==> src/hdl/ffba_pkg.sv <==
// Shared types, constants and helper functions for the first-fit bitmap allocator.
// Used by every module of the block; depends on nothing else.
package ffba_pkg;

  localparam int FFBA_UNITS      = 1024;
  localparam int FFBA_WORD_W     = 32;
  localparam int FFBA_WORD_BITS  = 5;
  localparam int FFBA_SIZE_W     = 11;
  localparam int FFBA_ADDR_W     = 10;
  localparam int FFBA_START_W    = 10;
  localparam int FFBA_SUM_W      = 12;
  localparam int FFBA_IN_DATA_W  = 24;
  localparam int FFBA_OUT_DATA_W = 16;

  localparam logic FFBA_MODE_ALLOC = 1'b0;
  localparam logic FFBA_MODE_FREE  = 1'b1;

  // Commands from the controller to the datapath.
  typedef struct packed {
    logic load;
    logic clr_en;
    logic scan_start;
    logic scan_en;
    logic upd_start;
    logic upd_en;
    logic res_load;
  } ffba_cmd_t;

  // Status from the datapath to the controller.
  typedef struct packed {
    logic clr_done;
    logic is_free;
    logic alloc_bad;
    logic upd_empty;
    logic scan_hit;
    logic scan_miss;
    logic upd_done;
  } ffba_stat_t;

  // Index of the lowest set bit of a word; zero when the word is zero.
  function automatic logic [FFBA_WORD_BITS-1:0] ffba_low_index(
    input logic [FFBA_WORD_W-1:0] v
  );
    logic [FFBA_WORD_W-1:0]    iso;
    logic [FFBA_WORD_BITS-1:0] idx;
    iso = v & (~v + 1'b1);
    idx = '0;
    for (int j = 0; j < FFBA_WORD_W; j++) begin
      if (iso[j]) begin
        idx = idx | FFBA_WORD_BITS'(j);
      end
    end
    return idx;
  endfunction

endpackage

==> src/hdl/ffba_ctrl.sv <==
// Controller state machine of the first-fit bitmap allocator.
// Depends on ffba_pkg for the command and status structs.
module ffba_ctrl (
  input  logic               clk,
  input  logic               rst_n,
  input  logic               in_tvalid,
  output logic               in_tready,
  output logic               out_tvalid,
  input  logic               out_tready,
  output ffba_pkg::ffba_cmd_t  cmd,
  input  ffba_pkg::ffba_stat_t stat
);
  import ffba_pkg::*;

  typedef enum logic [6:0] {
    ST_CLEAR    = 7'b0000001,
    ST_IDLE     = 7'b0000010,
    ST_DECIDE   = 7'b0000100,
    ST_SCAN     = 7'b0001000,
    ST_UPD_INIT = 7'b0010000,
    ST_UPD      = 7'b0100000,
    ST_RESULT   = 7'b1000000
  } ffba_state_t;

  ffba_state_t state_r, state_nxt;
  logic        out_tvalid_r, out_tvalid_nxt;

  assign in_tready  = (state_r == ST_IDLE);
  assign out_tvalid = out_tvalid_r;

  always_comb begin
    state_nxt      = state_r;
    cmd            = '0;
    out_tvalid_nxt = out_tvalid_r && !out_tready;
    unique case (state_r)
      ST_CLEAR: begin
        if (stat.clr_done) begin
          state_nxt = ST_IDLE;
        end else begin
          cmd.clr_en = 1'b1;
        end
      end
      ST_IDLE: begin
        if (in_tvalid) begin
          cmd.load  = 1'b1;
          state_nxt = ST_DECIDE;
        end
      end
      ST_DECIDE: begin
        priority if (stat.is_free) begin
          state_nxt = stat.upd_empty ? ST_RESULT : ST_UPD_INIT;
        end else if (stat.alloc_bad) begin
          state_nxt = ST_RESULT;
        end else begin
          cmd.scan_start = 1'b1;
          state_nxt      = ST_SCAN;
        end
      end
      ST_SCAN: begin
        cmd.scan_en = 1'b1;
        priority if (stat.scan_hit) begin
          state_nxt = ST_UPD_INIT;
        end else if (stat.scan_miss) begin
          state_nxt = ST_RESULT;
        end
      end
      ST_UPD_INIT: begin
        cmd.upd_start = 1'b1;
        state_nxt     = ST_UPD;
      end
      ST_UPD: begin
        cmd.upd_en = 1'b1;
        if (stat.upd_done) begin
          state_nxt = ST_RESULT;
        end
      end
      ST_RESULT: begin
        // The output register takes the result once it is empty or being drained.
        if (!out_tvalid_r || out_tready) begin
          cmd.res_load   = 1'b1;
          out_tvalid_nxt = 1'b1;
          state_nxt      = ST_IDLE;
        end
      end
      default: begin
        state_nxt = ST_CLEAR;
      end
    endcase
  end

  always_ff @(posedge clk) begin
    if (!rst_n) begin
      state_r      <= ST_CLEAR;
      out_tvalid_r <= 1'b0;
    end else begin
      state_r      <= state_nxt;
      out_tvalid_r <= out_tvalid_nxt;
    end
  end

endmodule

==> src/hdl/ffba_dp.sv <==
// Datapath of the first-fit bitmap allocator: bitmap memory, word scan pipeline,
// read-modify-write update sweep and result register. Depends on ffba_pkg.
module ffba_dp #(
  parameter int UNITS = ffba_pkg::FFBA_UNITS
) (
  input  logic                                 clk,
  input  logic                                 rst_n,
  input  logic [ffba_pkg::FFBA_IN_DATA_W-1:0]  in_tdata,
  input  logic                                 in_tuser,
  input  ffba_pkg::ffba_cmd_t                  cmd,
  output ffba_pkg::ffba_stat_t                 stat,
  output logic [ffba_pkg::FFBA_OUT_DATA_W-1:0] out_tdata,
  output logic                                 out_tuser
);
  import ffba_pkg::*;

  localparam int W      = FFBA_WORD_W;
  localparam int WB     = FFBA_WORD_BITS;
  localparam int LW     = WB + 1;
  localparam int NW     = (UNITS + W - 1) / W;
  localparam int AW     = (NW > 1) ? $clog2(NW) : 1;
  localparam int NC     = $clog2(NW + 1);
  localparam int UW     = $clog2(UNITS + 1);
  localparam int CW     = (UW > FFBA_SUM_W) ? UW : FFBA_SUM_W;
  localparam int PAD_LO = UNITS - (NW - 1) * W;

  localparam logic [W-1:0]  PAD_MASK  = {W{1'b1}} << PAD_LO;
  localparam logic [CW-1:0] UNITS_C   = CW'(UNITS);
  localparam logic [AW-1:0] LAST_WORD = AW'(NW - 1);

  // Bitmap memory, one word of W units per entry.
  logic [W-1:0]  mem [NW];
  logic [W-1:0]  rdata_r;
  logic          mem_we;
  logic [AW-1:0] mem_waddr, mem_raddr;
  logic [W-1:0]  mem_wdata;

  // Request registers.
  logic          mode_r;
  logic [CW-1:0] len_r, lo_r, hi_r, start_r;
  logic          ok_r;
  logic [W-1:0]  therm_r;
  logic          small_r;

  logic [FFBA_SIZE_W-1:0] size_in;
  logic [FFBA_ADDR_W-1:0] addr_in;
  logic [CW-1:0]          sum_in;

  // Scan pipeline.
  logic [NC-1:0] rd_ptr_r;
  logic          v1_r, v2_r;
  logic [AW-1:0] idx1_r, idx2_r;
  logic          inhit2_r, allfree2_r;
  logic [WB-1:0] inpos2_r;
  logic [LW-1:0] low2_r, high2_r;
  logic [CW-1:0] carry_r, rstart_r;

  logic [W-1:0]  used1, rev1, win1;
  logic          inhit1, issue_s;
  logic [WB-1:0] inpos1;
  logic [LW-1:0] low1, high1;

  logic [CW-1:0] base2, hit_start;
  logic [CW:0]   run_sum;
  logic          cross2, hit2, miss2;

  // Update sweep.
  logic [NC-1:0] up_ptr_r;
  logic [AW-1:0] last_r, uidx_r, lo_word;
  logic          uv_r, issue_u, first_u, last_u;
  logic [CW-1:0] hm1;
  logic [WB-1:0] lo_bit, hi_bit;
  logic [W-1:0]  umask, wdata_u;

  logic [NC-1:0] clr_cnt_r;
  logic [FFBA_START_W-1:0] out_start_r;
  logic                    out_ok_r;

  assign size_in = in_tdata[FFBA_SIZE_W-1:0];
  assign addr_in = in_tdata[FFBA_SIZE_W +: FFBA_ADDR_W];
  assign sum_in  = CW'(addr_in) + CW'(size_in);

  // ---------------- memory ----------------
  assign mem_we    = cmd.clr_en || (cmd.upd_en && uv_r);
  assign mem_waddr = cmd.clr_en ? clr_cnt_r[AW-1:0] : uidx_r;
  assign mem_wdata = cmd.clr_en ? '0 : wdata_u;
  assign mem_raddr = cmd.upd_en ? up_ptr_r[AW-1:0] : rd_ptr_r[AW-1:0];

  always_ff @(posedge clk) begin
    if (mem_we) begin
      mem[mem_waddr] <= mem_wdata;
    end
    rdata_r <= mem[mem_raddr];
  end

  always_ff @(posedge clk) begin
    if (!rst_n) begin
      clr_cnt_r <= '0;
    end else if (cmd.clr_en) begin
      clr_cnt_r <= clr_cnt_r + 1'b1;
    end
  end

  // ---------------- scan, stage 1: word analysis ----------------
  // Units past the end of the map read as used so no run can reach them.
  assign used1 = rdata_r | ((idx1_r == LAST_WORD) ? PAD_MASK : '0);

  always_comb begin
    for (int i = 0; i < W; i++) begin
      win1[i] = &((~used1 >> i) | ~therm_r);
      rev1[i] = used1[W-1-i];
    end
  end

  assign inhit1 = small_r && (|win1);
  assign inpos1 = ffba_low_index(win1);
  assign low1   = (used1 == '0) ? LW'(W) : LW'(ffba_low_index(used1));
  assign high1  = (used1 == '0) ? LW'(W) : LW'(ffba_low_index(rev1));
  assign issue_s = cmd.scan_en && (rd_ptr_r < NC'(NW));

  // ---------------- scan, stage 2: run tracking ----------------
  assign base2     = CW'({idx2_r, WB'(0)});
  assign run_sum   = {1'b0, carry_r} + (CW + 1)'(low2_r);
  assign cross2    = run_sum >= {1'b0, len_r};
  assign hit2      = cmd.scan_en && v2_r && (cross2 || inhit2_r);
  assign miss2     = cmd.scan_en && v2_r && !hit2 && (idx2_r == LAST_WORD);
  assign hit_start = cross2 ? rstart_r : (base2 + CW'(inpos2_r));

  always_ff @(posedge clk) begin
    if (!rst_n) begin
      v1_r <= 1'b0;
      v2_r <= 1'b0;
    end else if (cmd.scan_start) begin
      v1_r <= 1'b0;
      v2_r <= 1'b0;
    end else begin
      v1_r <= issue_s;
      v2_r <= cmd.scan_en && v1_r;
    end
  end

  always_ff @(posedge clk) begin
    if (cmd.scan_start) begin
      rd_ptr_r <= '0;
      carry_r  <= '0;
      rstart_r <= '0;
    end else begin
      if (issue_s) begin
        rd_ptr_r <= rd_ptr_r + 1'b1;
      end
      if (cmd.scan_en && v2_r && !hit2) begin
        if (allfree2_r) begin
          carry_r <= carry_r + CW'(W);
          if (carry_r == '0) begin
            rstart_r <= base2;
          end
        end else begin
          carry_r  <= CW'(high2_r);
          rstart_r <= base2 + CW'(W) - CW'(high2_r);
        end
      end
    end
    idx1_r     <= rd_ptr_r[AW-1:0];
    idx2_r     <= idx1_r;
    inhit2_r   <= inhit1;
    inpos2_r   <= inpos1;
    low2_r     <= low1;
    high2_r    <= high1;
    allfree2_r <= (used1 == '0);
  end

  // ---------------- update sweep ----------------
  assign issue_u = cmd.upd_en && (up_ptr_r <= NC'(last_r));
  assign lo_word = AW'(lo_r >> WB);
  assign hm1     = hi_r - 1'b1;
  assign first_u = (uidx_r == lo_word);
  assign last_u  = (uidx_r == last_r);
  assign lo_bit  = first_u ? lo_r[WB-1:0] : '0;
  assign hi_bit  = last_u ? hm1[WB-1:0] : WB'(W - 1);

  always_comb begin
    for (int j = 0; j < W; j++) begin
      umask[j] = (WB'(j) >= lo_bit) && (WB'(j) <= hi_bit);
    end
  end

  assign wdata_u = (mode_r == FFBA_MODE_ALLOC) ? (rdata_r | umask) : (rdata_r & ~umask);

  always_ff @(posedge clk) begin
    if (!rst_n) begin
      uv_r <= 1'b0;
    end else if (cmd.upd_start) begin
      uv_r <= 1'b0;
    end else begin
      uv_r <= issue_u;
    end
  end

  always_ff @(posedge clk) begin
    if (cmd.upd_start) begin
      up_ptr_r <= NC'(lo_r >> WB);
      last_r   <= AW'(hm1 >> WB);
    end else if (issue_u) begin
      up_ptr_r <= up_ptr_r + 1'b1;
    end
    uidx_r <= up_ptr_r[AW-1:0];
  end

  // ---------------- request and result registers ----------------
  always_ff @(posedge clk) begin
    if (cmd.load) begin
      mode_r  <= in_tuser;
      len_r   <= CW'(size_in);
      lo_r    <= CW'(addr_in);
      hi_r    <= (sum_in > UNITS_C) ? UNITS_C : sum_in;
      ok_r    <= (in_tuser == FFBA_MODE_FREE) && (CW'(addr_in) < UNITS_C)
                 && (sum_in <= UNITS_C);
      start_r <= '0;
      small_r <= CW'(size_in) <= CW'(W);
      for (int j = 0; j < W; j++) begin
        therm_r[j] <= CW'(j) < CW'(size_in);
      end
    end else if (hit2) begin
      lo_r    <= hit_start;
      hi_r    <= hit_start + len_r;
      start_r <= hit_start;
      ok_r    <= 1'b1;
    end
    if (cmd.res_load) begin
      out_start_r <= start_r[FFBA_START_W-1:0];
      out_ok_r    <= ok_r;
    end
  end

  assign out_tdata = FFBA_OUT_DATA_W'(out_start_r);
  assign out_tuser = out_ok_r;

  always_comb begin
    stat           = '0;
    stat.clr_done  = (clr_cnt_r == NC'(NW));
    stat.is_free   = (mode_r == FFBA_MODE_FREE);
    stat.alloc_bad = (len_r == '0) || (len_r > UNITS_C);
    stat.upd_empty = (lo_r >= hi_r);
    stat.scan_hit  = hit2;
    stat.scan_miss = miss2;
    stat.upd_done  = cmd.upd_en && uv_r && last_u;
  end

endmodule

==> src/hdl/first_fit_bitmap_allocator_core.sv <==
// Top level of the first-fit bitmap allocator: stream ports, controller and datapath.
// Depends on ffba_pkg, ffba_ctrl and ffba_dp.
//
// The block keeps one used bit for each of UNITS memory units, held 32 units to a word
// in an internal memory of ceil(UNITS/32) words. After reset a clearing pass writes every
// word to zero, one word per cycle, and the block takes no request until the pass is done.
// An allocate request scans the words in order, one word per cycle through a pipeline of
// memory read, word analysis and run tracking, and stops at the first run of free units
// that is long enough; the run is then marked used by a read-modify-write sweep over the
// words it covers, one word per cycle. A search that finds no run ends after the last
// word, and an allocate whose size is zero or larger than the map is answered without a
// scan. A free request skips the scan, and also the sweep when no part of its range lies
// inside the map. A result that finds the output register still full waits until that
// register is drained. One request is in work at a time; the result sits in an output
// register, so the next request can be taken in the same cycle that the result appears,
// while that result still waits.
// Each request yields exactly one result: start_res is the start unit of the allocated
// run (low 10 bits), zero on failure and for every free; ok is clear when no run fits,
// when the size is zero or too large, or when a free range runs past the last unit,
// in which case the part inside the map is still freed.
module first_fit_bitmap_allocator_core #(
  parameter int UNITS = ffba_pkg::FFBA_UNITS
) (
  input  logic                                 clk,
  input  logic                                 rst_n,
  // Request channel.
  input  logic                                 in_tvalid,
  output logic                                 in_tready,
  input  logic [ffba_pkg::FFBA_IN_DATA_W-1:0]  in_tdata,  // [10:0] size, [20:11] address, rest zero
  input  logic                                 in_tuser,  // [0] mode: 0 allocate, 1 free
  // Result channel.
  output logic                                 out_tvalid,
  input  logic                                 out_tready,
  output logic [ffba_pkg::FFBA_OUT_DATA_W-1:0] out_tdata, // [9:0] start_res, rest zero
  output logic                                 out_tuser  // [0] ok
);
  import ffba_pkg::*;

  ffba_cmd_t  cmd;
  ffba_stat_t stat;

  ffba_ctrl u_ctrl (
    .clk        (clk),
    .rst_n      (rst_n),
    .in_tvalid  (in_tvalid),
    .in_tready  (in_tready),
    .out_tvalid (out_tvalid),
    .out_tready (out_tready),
    .cmd        (cmd),
    .stat       (stat)
  );

  ffba_dp #(
    .UNITS (UNITS)
  ) u_dp (
    .clk       (clk),
    .rst_n     (rst_n),
    .in_tdata  (in_tdata),
    .in_tuser  (in_tuser),
    .cmd       (cmd),
    .stat      (stat),
    .out_tdata (out_tdata),
    .out_tuser (out_tuser)
  );

endmodule

==> config.mk <==
export PLATFORM = sky130hd
export DESIGN_NAME = first_fit_bitmap_allocator_core
export DESIGN_NICKNAME = d
export VERILOG_FILES = /design/src/hdl/ffba_pkg.sv /design/src/hdl/ffba_ctrl.sv /design/src/hdl/ffba_dp.sv /design/src/hdl/first_fit_bitmap_allocator_core.sv
export SDC_FILE = /design/constraint.sdc
export NUM_CORES = 2
export LEC_CHECK = 0
export BUFFER_PORTS_ARGS = -buffer_cell sky130_fd_sc_hd__buf_2
export CAP_MARGIN = 20
export CORE_MARGIN = 2
export CORE_UTILIZATION = 35
export DETAILED_ROUTE_END_ITERATION = 10
export HOLD_SLACK_MARGIN = 0.05
export SLEW_MARGIN = 20
export SYNTH_ARGS = -nofsm -noshare
export SYNTH_HDL_FRONTEND = slang
export SYNTH_SLANG_ARGS = --single-unit
==> constraint.sdc <==
create_clock -name clk -period 8.56 [get_ports clk]
set_input_delay 1.284 -clock clk [delete_from_list [all_inputs] [get_ports clk]]
set_output_delay 1.284 -clock clk [all_outputs]
set_load 0.005 [all_outputs]
==> results.sh <==
export IMPL_outcome="completed"
export IMPL_io_pins=48
export IMPL_p_per_area_nw_per_um2=233
export IMPL_cp_num_buf_inv=3
export IMPL_min_to="u_dp.idx2_r[1]"
export IMPL_wl_met1_um=65300
export IMPL_syn_cell_area_um2=54700
export IMPL_synth_edf_count=1114
export IMPL_seq_power_share_pct=49.4
export IMPL_root_buffer="clkbuf_16"
export IMPL_hold_violations=0
export IMPL_cpMostUsedCell="a21oi_1"
export IMPL_dpl_cell_area_um2=57700
export IMPL_cap_violations=0
export IMPL_clk_path_buf_depth=3
export IMPL_h_tree_depth=3
export IMPL_final_cell_area_um2=61800
export IMPL_post_route_period_util_pct=73.7
export IMPL_endpoint_kind="register"
export IMPL_synthTopCellsByCount="edfxtp_1 (1114), nand2_1 (327), mux4_2 (256)"
export IMPL_drive_gt1_share_pct=17.7
export IMPL_die_h_um=399
export IMPL_final_net_count=3806
export IMPL_antenna_found_initial=4
export IMPL_ff2ff_path_depth=29
export IMPL_cts_hold_buf=0
export IMPL_first_iter_violations=4944
export IMPL_path_clk_slew_ns=0.07
export IMPL_arrival_ns=6.77
export IMPL_synth_area_leaders="edfxtp_1 (61%), mux4_2 (11%), dfxtp_1 (4.5%)"
export IMPL_synth_top_family_by_area="multiplexers"
export IMPL_antenna_left=0
export IMPL_fmax_ghz=0.159
export IMPL_cts_buffers=119
export IMPL_power_switching_uw=3830
export IMPL_slowest_stage="o311ai_0"
export IMPL_io_buffers=38
export IMPL_synthDistinctLibCells=80
export IMPL_synth_ff_type="edfxtp_1"
export IMPL_firstDrtPassIters=9
export IMPL_critPathMaxFanout=13
export IMPL_syn_avg_cell_area_um2=14.8
export IMPL_slew_violations=0
export IMPL_gp_congestion=0.890
export IMPL_core_area_um2=156000
export IMPL_synth_mux_area_share_pct=11.7
export IMPL_vias=34500
export IMPL_regArea_um2=35900
export IMPL_timing_rr_end="u_dp.hi_r[10]"
export IMPL_wl_met2_um=70600
export IMPL_timing_hold_ws_ns=0.326
export IMPL_insertion_delay_ns=0.76
export IMPL_start_util_pct=35.1
export IMPL_synthCells=3707
export IMPL_wirelength_um=154000
export IMPL_reg2reg_slack_ns=2.25
export IMPL_holdCritPathClass="register to register"
export IMPL_crit_family="compound AO/OA/AOI/OAI gates"
export IMPL_switching_share_pct=26.6
export IMPL_track_usage_pct=19.0
export IMPL_post_drt_wl_per_cell_um=26.2
export IMPL_die_w_um=399
export IMPL_p_clk_share_pct=37.5
export IMPL_vias_per_cell=5.87
export IMPL_critical_path_class="register to register"
export IMPL_p_leak_uw=0.0207
export IMPL_synthAdderAreaFrac_pct=1.62
export IMPL_fin_crit_ns=6.31
export IMPL_dieArea_um2=159000
export IMPL_grt_pass1_wl_um=226000
export IMPL_yosys_area_share_xor_xnor_pct=1.09
export IMPL_slew_headroom_pct=16.0
export IMPL_fillers=14200
export IMPL_route_detailed_drc=0
export IMPL_ctsResizeCount=0
export IMPL_async_flop_share_pct=0
export IMPL_internal_power_uw=10600
export IMPL_hold_depth=0
export IMPL_worst_pin_slew_ns=1.26
export IMPL_synth_compound_area_share_pct=8.54
export IMPL_finalClockSkew_ns=0.0498
export IMPL_cts_setup_buffers=0
export IMPL_clock_sinks=1237
export IMPL_row_count=145
export IMPL_cp_start_kind="register"
export IMPL_overflow=0
export IMPL_tritoncts="built"
export IMPL_setup_tns_ns=0
export IMPL_ir_drop_uv=172
export IMPL_met3_length_um=13600
export IMPL_grt_pass1_vias=33900
export IMPL_highest_layer="met4"
export IMPL_synth_simple_area_share_pct=8.61
export IMPL_synth_top_area_share_pct=61.1
export IMPL_synth_most_common_cell="edfxtp_1"
export IMPL_ys_ff_latch=1237
export IMPL_pwr_share_comb_pct=13.2
export IMPL_cp_startpoint="u_dp.carry_r[0]"
export IMPL_multi_input_area_um2=17800
export IMPL_dpl_hpwl_um=81100
export IMPL_synth_seq_area_share_pct=65.7
export IMPL_setup_viol=0
export IMPL_grt_start_max_net_pins=129
export IMPL_syn_to_final_growth_pct=13.1
export IMPL_reg2reg_from="u_dp.carry_r[0]"
export IMPL_netlist_top_cell_by_area="edfxtp_1"
export IMPL_rsz0062_at_grt="no"
export IMPL_worstHoldStart="u_dp.idx1_r[1]"
export IMPL_ys_warn_count=0
export IMPL_slowest_delay_ns=0.65
export IMPL_required_ns=9.02
per-stage QoR:
| stage | instances | power, µW | util (%) | setup slack [ns] |
|---|---|---|---|---|
| global placement | 5641 | 9010 | 37.0 | 2.21 |
| detailed placement | 5642 | 9030 | 37.1 | 2.25 |
| global route | 5869 | 14800 | 39.7 | 1.74 |
| floorplan | 3712 | 8290 | - | 2.64 |
| finish | 5870 | 14400 | 39.7 | 2.25 |
| CTS | 5866 | 14400 | 39.6 | 2.26 |
kinds of logic after synthesis:
| group | count (synthesis) |
|---|---|
| and+or+nand+nor | 976 |
| adders and majority gates | 69 |
| buffers and inverters | 372 |
| other | 1 |
| AOI/OAI and AO/OA | 662 |
| DFF | 1237 |
| muxes | 322 |
| xor gates and xnor gates | 68 |
layout make-up:
type / count / share of cell area, %
timing repair buffer: 151 / 1.86
clock inverter: 55 / 1.08
sequential: 1237 / 58.1
antenna: 1 / 0.00405
tap: 2058 / 4.16
clock buffer: 169 / 5.44
inverter: 96 / 0.583
multi-input combinational: 2103 / 28.8
per-layer routing:
layer  GRT usage (%)  vias up
met3            4.06      371
met2            29.8     1788
met1            26.6    17600
met4            5.18        0
li1                -    14700
met5               0        -
power groups by stage:
stage	Combinational [µW]	Sequential, µW	Clock (µW)
detailed placement	1810	7220	0
finish	1890	7100	5390
floorplan	1160	7130	0
CTS	1820	7090	5480
global route	1990	7110	5730
global placement	1800	7210	0
cell usage in the layout, fill, tap and decap left out, types with 58 or more instances in the layout:
master	n
clkbuf_16	120
mux2i_1	64
o21ai_0	99
inv_1	95
mux4_2	256
nand4_1	58
nand2_1	326
buf_4	102
ha_1	66
a22oi_1	149
nor2_1	156
a21oi_1	113
edfxtp_1	1114
dfxtp_1	122
nand3_1	116
worst reg2reg max path, delay by kind of cell, from the launching register on:
| family | cells | cell delay (ns) |
|---|---|---|
| compound gates | 15 | 3.22 |
| xor+xnor | 2 | 0.35 |
| fa+ha+maj | 5 | 1.31 |
| buf+inv | 3 | 0.37 |
| flops | 1 | 0.33 |
| mux | 1 | 0.24 |
| simple gates | 3 | 0.23 |
worst max-delay path by stage:
stage,to,slack (ns),depth (start not counted)
2_1_floorplan,u_dp.hi_r[10],2.64,31
3_5_place_dp,u_dp.hi_r[10],2.25,31
3_3_place_gp,u_dp.hi_r[10],2.21,31
6_report,u_dp.hi_r[10],2.25,29
5_1_grt,u_dp.hi_r[10],1.74,29
4_1_cts,u_dp.hi_r[10],2.26,31
state kept, by name, indices dropped and copies added, names as in the netlist, 6 cells and up:
name / flops
u_dp.rd_ptr_r: 6
u_dp.rstart_r: 12
u_dp.therm_r: 32
u_dp.up_ptr_r: 6
u_dp.out_start_r: 10
u_dp.clr_cnt_r: 6
u_dp.carry_r: 12
u_ctrl.state_r: 7
u_dp.rdata_r: 32
u_dp.hi_r: 12
u_dp.start_r: 10
u_dp.mem: 1024
u_dp.high2_r: 6
u_dp.lo_r: 12
u_dp.len_r: 11
(Power assumes the default switching activity.)
